File: config.mk
export PLATFORM = sky130hd
export DESIGN_NAME = id_table_search_update_compact_unit
export DESIGN_NICKNAME = d
export VERILOG_FILES = /design/src/hdl/itsu_pkg.sv /design/src/hdl/itsu_keymem.sv /design/src/hdl/id_table_search_update_compact_unit.sv
export SDC_FILE = /design/constraint.sdc
export NUM_CORES = 2
export LEC_CHECK = 0
export ABC_CLOCK_PERIOD_IN_PS = 8300
export BUFFER_PORTS_ARGS = -buffer_cell sky130_fd_sc_hd__buf_2
export CORE_ASPECT_RATIO = 0.6
export CORE_MARGIN = 8
export CORE_UTILIZATION = 45
export CTS_BUF_LIST = sky130_fd_sc_hd__clkbuf_8 sky130_fd_sc_hd__clkbuf_16
export DETAILED_ROUTE_END_ITERATION = 12
export PLACE_DENSITY = 0.66
export SLEW_MARGIN = 20
export SYNTH_ARGS = -nofsm -noshare
export SYNTH_HDL_FRONTEND = slang
export SYNTH_HIERARCHICAL = 1
export SYNTH_SLANG_ARGS = --single-unit
File: constraint.sdc
create_clock -name clk -period 8.3 [get_ports clk]
set_input_delay 0 -clock clk [delete_from_list [all_inputs] [get_ports clk]]
set_output_delay 0 -clock clk [all_outputs]
set_load 0.01 [all_outputs]
File: src/hdl/itsu_pkg.sv
// ----------------------------------------------------------------------------
// itsu_pkg
// Shared widths, operation and status codes, and the key memory command
// struct used by the id table search/update/compact unit.
// ----------------------------------------------------------------------------
package itsu_pkg;

    localparam int KEY_W        = 32;
    localparam int SLOT_W       = 6;
    localparam int FILL_W       = 7;
    localparam int STATUS_W     = 2;
    localparam int OP_W         = 3;
    localparam int CAPACITY_DEF = 64;

    // request word: operation, key, new_key, slot, padded to whole bytes
    localparam int IN_BITS  = OP_W + KEY_W + KEY_W + SLOT_W;
    localparam int IN_W     = ((IN_BITS + 7) / 8) * 8;
    // result word: status, found_slot, entry_value, fill_count
    localparam int OUT_BITS = STATUS_W + SLOT_W + KEY_W + FILL_W;
    localparam int OUT_W    = ((OUT_BITS + 7) / 8) * 8;

    typedef enum logic [OP_W-1:0] {
        OP_APPEND = 3'd0,
        OP_DELETE = 3'd1,
        OP_WRITE  = 3'd2,
        OP_SEARCH = 3'd3,
        OP_UPDATE = 3'd4,
        OP_DUMP   = 3'd5
    } op_t;

    typedef enum logic [STATUS_W-1:0] {
        ST_OK        = 2'd0,
        ST_NOT_FOUND = 2'd1,
        ST_FULL      = 2'd2,
        ST_EMPTY     = 2'd3
    } status_t;

    // one write port and one read port per cycle
    typedef struct packed {
        logic              wr_en;
        logic [SLOT_W-1:0] wr_addr;
        logic [KEY_W-1:0]  wr_data;
        logic              rd_en;
        logic [SLOT_W-1:0] rd_addr;
    } mem_cmd_t;

endpackage

File: src/hdl/itsu_keymem.sv
// ----------------------------------------------------------------------------
// itsu_keymem
// Key storage: one write and one registered read per cycle, no reset.
// ----------------------------------------------------------------------------
module itsu_keymem #(
    parameter int CAPACITY = itsu_pkg::CAPACITY_DEF
) (
    input  logic                        clk,
    input  itsu_pkg::mem_cmd_t          cmd,
    output logic [itsu_pkg::KEY_W-1:0]  rd_data
);
    import itsu_pkg::*;

    localparam int AW = $clog2(CAPACITY);

    logic [KEY_W-1:0] mem [CAPACITY];
    logic [KEY_W-1:0] rd_data_reg;

    // write port
    always_ff @(posedge clk)
    begin
        if (cmd.wr_en)
        begin
            mem[cmd.wr_addr[AW-1:0]] <= cmd.wr_data;
        end
    end

    // read port, data held until the next read
    always_ff @(posedge clk)
    begin
        if (cmd.rd_en)
        begin
            rd_data_reg <= mem[cmd.rd_addr[AW-1:0]];
        end
    end

    assign rd_data = rd_data_reg;

endmodule

File: src/hdl/id_table_search_update_compact_unit.sv
// ----------------------------------------------------------------------------
// id_table_search_update_compact_unit
// Dense key table with linear search, update, delete with compaction, and dump.
// ----------------------------------------------------------------------------
// Sequence: append, write and unknown codes go straight to S_RESP for the
//   result; search/update scan at most fill count entries; delete scans,
//   then shifts each later entry down one slot in S_SHIFT.
// Throughput: one request at a time; unstalled dump emits one entry per cycle.
// Reset: fill count and handshakes cleared at once; key memory not cleared.
module id_table_search_update_compact_unit #(
    parameter int CAPACITY = itsu_pkg::CAPACITY_DEF
) (
    input  logic                        clk,
    input  logic                        rst_n,
    input  logic                        s_tvalid,
    output logic                        s_tready,
    // operation[2:0], key[34:3], new_key[66:35], slot[72:67], zero pad
    input  logic [itsu_pkg::IN_W-1:0]   s_tdata,
    output logic                        m_tvalid,
    input  logic                        m_tready,
    // status[1:0], found_slot[7:2], entry_value[39:8], fill_count[46:40], pad
    output logic [itsu_pkg::OUT_W-1:0]  m_tdata,
    output logic                        m_tlast
);
    import itsu_pkg::*;

    localparam int AW = $clog2(CAPACITY);
    localparam int CW = $clog2(CAPACITY + 1);

    typedef enum logic [2:0] {
        S_IDLE,
        S_SCAN,
        S_SHIFT,
        S_DUMP,
        S_RESP
    } state_t;

    state_t               state_reg, state_next;
    logic [CW-1:0]        count_reg, count_next;
    logic [AW-1:0]        idx_reg, idx_next;
    logic [OP_W-1:0]      op_reg, op_next;
    logic [KEY_W-1:0]     key_reg, key_next;
    logic [KEY_W-1:0]     nkey_reg, nkey_next;
    logic [STATUS_W-1:0]  rstat_reg, rstat_next;
    logic [SLOT_W-1:0]    rslot_reg, rslot_next;
    logic                 m_tvalid_reg, m_tvalid_next;
    logic [OUT_W-1:0]     m_tdata_reg, m_tdata_next;
    logic                 m_tlast_reg, m_tlast_next;

    mem_cmd_t             mem_cmd;
    logic [KEY_W-1:0]     rd_data;

    logic                 out_free;
    logic                 in_fire;
    logic [CW-1:0]        idx_inc;
    logic                 idx_at_end;
    logic [OP_W-1:0]      in_op;
    logic [KEY_W-1:0]     in_key;
    logic [KEY_W-1:0]     in_nkey;
    logic [SLOT_W-1:0]    in_slot;

    itsu_keymem #(
        .CAPACITY (CAPACITY)
    ) u_keymem (
        .clk     (clk),
        .cmd     (mem_cmd),
        .rd_data (rd_data)
    );

    // request fields
    assign in_op   = s_tdata[OP_W-1:0];
    assign in_key  = s_tdata[OP_W +: KEY_W];
    assign in_nkey = s_tdata[OP_W + KEY_W +: KEY_W];
    assign in_slot = s_tdata[OP_W + 2*KEY_W +: SLOT_W];

    assign s_tready   = (state_reg == S_IDLE);
    assign in_fire    = s_tvalid && s_tready;
    assign out_free   = !m_tvalid_reg || m_tready;
    assign idx_inc    = CW'(idx_reg) + CW'(1);
    assign idx_at_end = (idx_inc == count_reg);

    assign m_tvalid = m_tvalid_reg;
    assign m_tdata  = m_tdata_reg;
    assign m_tlast  = m_tlast_reg;

    // sequencer: scan, shift and (unless stalled) dump walk one entry per cycle
    always_comb
    begin
        state_next    = state_reg;
        count_next    = count_reg;
        idx_next      = idx_reg;
        op_next       = op_reg;
        key_next      = key_reg;
        nkey_next     = nkey_reg;
        rstat_next    = rstat_reg;
        rslot_next    = rslot_reg;
        m_tvalid_next = m_tvalid_reg && !m_tready;
        m_tdata_next  = m_tdata_reg;
        m_tlast_next  = m_tlast_reg;
        mem_cmd       = '0;

        case (state_reg)
            S_IDLE:
            begin
                if (in_fire)
                begin
                    op_next    = in_op;
                    key_next   = in_key;
                    nkey_next  = in_nkey;
                    idx_next   = '0;
                    rstat_next = ST_OK;
                    rslot_next = '0;
                    state_next = S_RESP;
                    case (in_op)
                        OP_APPEND:
                        begin
                            if (count_reg >= CW'(CAPACITY))
                            begin
                                rstat_next = ST_FULL;
                            end
                            else
                            begin
                                mem_cmd.wr_en   = 1'b1;
                                mem_cmd.wr_addr = SLOT_W'(count_reg[AW-1:0]);
                                mem_cmd.wr_data = in_key;
                                rslot_next      = SLOT_W'(count_reg[AW-1:0]);
                                count_next      = count_reg + CW'(1);
                            end
                        end
                        OP_WRITE:
                        begin
                            rslot_next = in_slot;
                            if (FILL_W'(in_slot) >= FILL_W'(CAPACITY))
                            begin
                                rstat_next = ST_NOT_FOUND;
                            end
                            else
                            begin
                                mem_cmd.wr_en   = 1'b1;
                                mem_cmd.wr_addr = in_slot;
                                mem_cmd.wr_data = in_key;
                            end
                        end
                        OP_DELETE, OP_SEARCH, OP_UPDATE:
                        begin
                            if (count_reg == '0)
                            begin
                                rstat_next = ST_NOT_FOUND;
                            end
                            else
                            begin
                                mem_cmd.rd_en   = 1'b1;
                                mem_cmd.rd_addr = '0;
                                state_next      = S_SCAN;
                            end
                        end
                        OP_DUMP:
                        begin
                            if (count_reg == '0)
                            begin
                                rstat_next = ST_EMPTY;
                            end
                            else
                            begin
                                mem_cmd.rd_en   = 1'b1;
                                mem_cmd.rd_addr = '0;
                                state_next      = S_DUMP;
                            end
                        end
                        default:
                        begin
                            rstat_next = ST_OK;
                        end
                    endcase
                end
            end

            // compare the entry read last cycle against the key
            S_SCAN:
            begin
                if (rd_data == key_reg)
                begin
                    rslot_next = SLOT_W'(idx_reg);
                    rstat_next = ST_OK;
                    state_next = S_RESP;
                    if (op_reg == OP_UPDATE)
                    begin
                        mem_cmd.wr_en   = 1'b1;
                        mem_cmd.wr_addr = SLOT_W'(idx_reg);
                        mem_cmd.wr_data = nkey_reg;
                    end
                    else if (op_reg == OP_DELETE)
                    begin
                        if (idx_at_end)
                        begin
                            count_next = count_reg - CW'(1);
                        end
                        else
                        begin
                            mem_cmd.rd_en   = 1'b1;
                            mem_cmd.rd_addr = SLOT_W'(idx_inc);
                            idx_next        = idx_inc[AW-1:0];
                            state_next      = S_SHIFT;
                        end
                    end
                end
                else if (idx_at_end)
                begin
                    rstat_next = ST_NOT_FOUND;
                    rslot_next = '0;
                    state_next = S_RESP;
                end
                else
                begin
                    mem_cmd.rd_en   = 1'b1;
                    mem_cmd.rd_addr = SLOT_W'(idx_inc);
                    idx_next        = idx_inc[AW-1:0];
                end
            end

            // move entry idx down to idx - 1
            S_SHIFT:
            begin
                mem_cmd.wr_en   = 1'b1;
                mem_cmd.wr_addr = SLOT_W'(idx_reg - AW'(1));
                mem_cmd.wr_data = rd_data;
                if (idx_at_end)
                begin
                    count_next = count_reg - CW'(1);
                    state_next = S_RESP;
                end
                else
                begin
                    mem_cmd.rd_en   = 1'b1;
                    mem_cmd.rd_addr = SLOT_W'(idx_inc);
                    idx_next        = idx_inc[AW-1:0];
                end
            end

            // one entry per result, read data held while output stalls
            S_DUMP:
            begin
                if (out_free)
                begin
                    m_tvalid_next = 1'b1;
                    m_tdata_next  = OUT_W'({FILL_W'(count_reg), rd_data,
                                            SLOT_W'(idx_reg), ST_OK});
                    m_tlast_next  = idx_at_end;
                    if (idx_at_end)
                    begin
                        state_next = S_IDLE;
                    end
                    else
                    begin
                        mem_cmd.rd_en   = 1'b1;
                        mem_cmd.rd_addr = SLOT_W'(idx_inc);
                        idx_next        = idx_inc[AW-1:0];
                    end
                end
            end

            // single result for every other operation and for an empty dump
            S_RESP:
            begin
                if (out_free)
                begin
                    m_tvalid_next = 1'b1;
                    m_tdata_next  = OUT_W'({FILL_W'(count_reg), KEY_W'(0),
                                            rslot_reg, rstat_reg});
                    m_tlast_next  = 1'b1;
                    state_next    = S_IDLE;
                end
            end

            default:
            begin
                state_next = S_IDLE;
            end
        endcase
    end

    // state and output registers
    always_ff @(posedge clk or negedge rst_n)
    begin
        if (!rst_n)
        begin
            state_reg    <= S_IDLE;
            count_reg    <= '0;
            m_tvalid_reg <= 1'b0;
        end
        else
        begin
            state_reg    <= state_next;
            count_reg    <= count_next;
            m_tvalid_reg <= m_tvalid_next;
        end
    end

    // payload registers
    always_ff @(posedge clk)
    begin
        idx_reg     <= idx_next;
        op_reg      <= op_next;
        key_reg     <= key_next;
        nkey_reg    <= nkey_next;
        rstat_reg   <= rstat_next;
        rslot_reg   <= rslot_next;
        m_tdata_reg <= m_tdata_next;
        m_tlast_reg <= m_tlast_next;
    end

endmodule
Word-level counts from Yosys, hierarchy flattened
Memory sizes are Yosys's and may differ from the RTL's. A register that Yosys moved wholly into a read port is not among the register bits.
Index checks and enable logic that the tools add are counted.

storage, ports and cells
  bits in registers = 141
  bits in latches = 0
  RAM bits = 2048
  bits in read-only memories = 0
  output and inout port bits = 51
  memories = 1

operators by class
  $add $sub $neg = 4
  multiply operators = 0
  div/mod/pow operators = 0
  $lt $le $gt $ge = 1
  equality and inequality tests = 25
  shift operators = 0
  mux-type cells = 66
  bitwise operators = 0
  reduce and logical (&&, ||, !) cells = 21

memories
  name          depth  bits a word  rd ports  clocked after memory_dff  write ports  RTL line           RTL
  u_keymem.mem  64     32           1         1                         1            itsu_keymem.sv:16  logic [KEY_W-1:0] mem [CAPACITY];

operators with widths
  operator             count
  $mux 39              3
  $pmux 39 s3          1
  $mux 7               14
  $mux 48              2
  $pmux 48 s2          1
  $pmux 39 s2          1
  $mux 6               10
  $mux 46              1
  $mux 3               11
  $eq 32x32->1         1
  $pmux 7 s4           1
  $pmux 6 s2           2
  $pmux 6 s4           1
  $pmux 7 s3           1
  $pmux 3 s5           1
  $ne 2x2->1 const B   7
  $eq 3x2->1 const B   4
  $eq 3x3->1 const B   4
  $mux 2               5
  $eq 3x1->1 const B   3
  $ne 3x3->1 const B   3
  $add 6x1->7 const B  1
  $add 7x1->7 const B  1
  $eq 7x7->1           1
  25 further kinds     37

Depth between registers and ports, before layout
  word-level depth = 7
  depth in mapped cells = 19
  gate-level depth less buffers = 13

Hierarchy
The synthesis kept the hierarchy.

by module, submodules not included
  module                               instances  cells an instance  area each (um^2)  sequential area each (um^2)
  itsu_keymem                          1          3369               79092.1           62459.9
  id_table_search_update_compact_unit  1          564                6790.3            4149.0

Worst setup path after synthesis
No wires, ideal clock.

  path type = flip-flop to flip-flop
  start point = reg state_reg[1]
  end point = mem u_keymem.mem[40][0] (enable)
  library setup time = 461 ps
  arrival = 5469 ps
  data required time = 7839 ps
  slack = 2370 ps
  cell stages (with the launch flop) = 11
  buffers on the path = 3
  clock period less this slack = 5930 ps
  path through = dfrtp_1 -> clkbuf_1 -> nor3_1 -> and2_1 -> buf_2 -> and3_1 -> clkbuf_1 -> or3_1 -> nand3_1 -> or3_1 -> nor3_1

RTL lines
  element                 RTL line                                    RTL
  from (decl)             id_table_search_update_compact_unit.sv:38   state_t state_reg, state_next;
  from (signal assigned)  id_table_search_update_compact_unit.sv:293  state_reg <= state_next;
  to (decl)               itsu_keymem.sv:16

==> flow_metrics.env <==
export IMPL_cts_root_buf="clkbuf_16"
export IMPL_slew_headroom=0.128
export IMPL_path_delay_family="compound AO/OA/AOI/OAI gates"
export IMPL_grt_pass1_wl_um=326000
export IMPL_worst_hold_path_type="in2reg"
export IMPL_clk_latency_ns=0.83
export IMPL_wl_met1_um=94800
export IMPL_post_cts_buffers=0
export IMPL_crit_type="reg2reg"
export IMPL_ioPinCount=135
export IMPL_netlist_cell_type_count=66
export IMPL_hp_start="s_tdata[3]"
export IMPL_holdPathEnd="key_reg[0]"
export IMPL_cap_violations=0
export IMPL_syn_area_mm2=0.0859
export IMPL_ant_nets=0
export IMPL_period_share=0.774
export IMPL_p_leak_nw=30.9
export IMPL_synth_async_reset_ratio=0.00495
export IMPL_hold_buffers=141
export IMPL_hold_violations=0
export IMPL_r2r_slack_ns=1.87
export IMPL_rows=124
export IMPL_via_count=43548
export IMPL_cts_buffers=190
export IMPL_synth_top_area_cell="edfxtp_1"
export IMPL_crit_path_end_kind="flip-flop"
export IMPL_largest_register_ffs=2048
export IMPL_setup_viol_count_final=0
export IMPL_timing_fmax_mhz=156
export IMPL_cp_cell_sequence="and3_1 > and3_1 > xnor3_1 > a31oi_1 > o311ai_2 > buf_4 > nor2_4 > buf_12 > buf_4 > mux2i_1 > a21oi_1 > a21oi_1 > nor2_1"
export IMPL_worstMarginPinSlew_ns=1.31
export IMPL_overflow=0
export IMPL_top_layer="met4"
export IMPL_critPathArrivalTime_ns=6.95
export IMPL_initial_utilization=0.452
export IMPL_clk_pin_slew_ns=0.08
export IMPL_ys_seq_area_frac=0.776
export IMPL_cp_max_fo=68
export IMPL_area_growth_pct=14.1
export IMPL_antenna_found_initial=13
export IMPL_status="complete, no violations"
export IMPL_cts_tree="done"
export IMPL_max_vdd_ir_drop_mv=0.614
export IMPL_synth_top_area_share=0.772
export IMPL_avgRoutedWirePerCell_um=33.2
export IMPL_dieWidth_um=580
export IMPL_fin_crit_ns=6.43
export IMPL_dr_pass1_iters=6
export IMPL_cp_start_kind="flip-flop"
export IMPL_r2r_end="u_keymem/rd_data[0]"
export IMPL_die_area_mm2=0.206
export IMPL_slowest_stage="a21oi_1"
export IMPL_rsz0062_at_grt="no"
export IMPL_syn_avg_cell_area_um2=21.8
export IMPL_path_buf_inv=3
export IMPL_holdPathStages=2
export IMPL_post_cts_resized=0
export IMPL_worstPathRequired_ns=8.83
export IMPL_instances_no_fill=7004
export IMPL_drc=0
export IMPL_synth_seq_cells=2220
export IMPL_numClockSinks=2220
export IMPL_finalClockSkew_ns=0.0430
export IMPL_viasPerCell=6.22
export IMPL_wl_met3_um=37000
export IMPL_max_stage_delay_ns=0.92
export IMPL_finalMaxSlewViolations=0
export IMPL_globalRouteTotalUtil=0.221
export IMPL_coreArea_mm2=0.190
export IMPL_hpwlAfterDp_um=135000
export IMPL_r2r_cells=13
export IMPL_drive_above_1_share=0.269
export IMPL_die_y_um=354
export IMPL_route_met2_wl_um=97100
export IMPL_power_density_mw_per_mm2=359
export IMPL_r2r_start="idx_reg[3]"
export IMPL_drtIter0Drc=6976
export IMPL_synth_edf_count=2209
export IMPL_dp_cells=6523
export IMPL_max_clock_path_buffers=4
export IMPL_synth_main_ff_cell="edfxtp_1"
export IMPL_drt_wl_total_um=233000
export IMPL_grt_pass1_vias=42625
export IMPL_gp_congestion=0.887
export IMPL_grt_max_degree=95
export IMPL_syn_num_nets=4026
export IMPL_numPortBuffers=126
export IMPL_fillers=14409
export IMPL_synthTopCellsByArea="edfxtp_1, mux4_2, mux2i_1, nor2_1, o22ai_1"
export IMPL_synth_warning_count=6
export IMPL_syn_inst=3933
export IMPL_htreeDepth=4
export IMPL_nets=4432
export IMPL_tns_ns=0
-- layer usage --
metal  vias to the layer above  track usage
li1                      17303            -
met1                     23209        0.330
met2                      2770        0.304
met3                       266       0.0958
met4                         0       0.0364
met5                         -            0
-- stage by stage --
stage          setup WS (ns)  hold slack [ns]  area [um^2]   util  total power, W
4_1_cts                 2.01           0.0431        97900  0.515          0.0349
6_report                1.87           0.0945        98000  0.516          0.0351
2_1_floorplan           2.37           -0.296        85900      -          0.0217
3_3_place_gp            2.17          -0.0978        90500  0.476          0.0261
5_1_grt                 1.67           0.0627        98000  0.516          0.0363
3_5_place_dp            2.04          -0.0928        90500  0.476          0.0262
-- synthesized netlist by cell type (14+ instances only) --
master,count
nor2_1,173
o22ai_1,87
mux4_2,521
a22o_1,14
a221oi_1,16
buf_2,48
nand2b_1,14
o221ai_1,25
nand2_1,117
buf_4,26
mux2_2,15
buf_6,27
buf_1,19
and2_1,38
edfxtp_1,2209
xor2_1,42
mux2i_1,116
nor4_1,14
nor2b_1,16
a21oi_1,74
clkbuf_1,96
a22oi_1,32
a211oi_1,17
-- worst max-delay path by stage --
stage	slack, ns	end	cells after the start	start
floorplan	2.37	u_keymem/mem[40][0]	10	state_reg[1]
global placement	2.17	u_keymem/rd_data[2]	14	idx_reg[3]
detailed placement	2.04	u_keymem/rd_data[2]	14	idx_reg[3]
CTS	2.01	u_keymem/rd_data[2]	14	idx_reg[3]
global route	1.67	u_keymem/rd_data[0]	13	idx_reg[3]
finish	1.87	u_keymem/rd_data[0]	13	idx_reg[3]
-- cell usage in the layout (no fill, tap or decap), drive strengths merged, types with 6 or more instances in the layout --
master and count:
inv 55, or3 6, mux4 521, nor4 15, xor2 42, a311oi 12
dlygate4sd3 141, nor2b 16, nand2b 14, mux2i 116, clkinvlp 8, nand4 6
a21oi 74, edfxtp 2209, o22ai 87, nand3 13, clkinv 66, a31oi 8
mux2 22, buf 292, a211oi 18, or2 6, clkbuf 194, nor3 12
a22oi 32, nor3b 6, ha 8, o221ai 25, a221oi 16, dfrtp 11
and2 39, nor2 173, bufinv 19, xnor2 12, a22o 14, nand2 117
o21ai 11
-- power by group --
part	internal (W)	switching, W	leakage (nW)
clock	0.00482	0.00395	3.07
combinational	0.00491	0.00787	7.29
sequential	0.0133	0.000328	20.5
total	0.0230	0.0122	30.9
-- logic make-up after synthesis --
logic type      count (synthesis)  share of synthesized area
simple gates                  443                     0.0242
xor+xnor                       55                    0.00586
buf+inv                       228                     0.0146
compound gates                318                     0.0253
mux                           659                      0.153
other cells                     1                  0.0000437
fa+ha+maj                       9                    0.00140
flops                        2220                      0.776
-- final cells by class --
cell class                 count  area, um^2  area share
timing repair buffer         433        3520      0.0359
clock buffer                 194        4850      0.0495
sequential                  2220       66600       0.680
inverter                       9        33.8    0.000345
tap                         2520        3150      0.0322
antenna                        4        10.0    0.000102
multi-input combinational   1485       18700       0.191
clock inverter               139        1110      0.0114
Power figures use the tool's default switching activity.
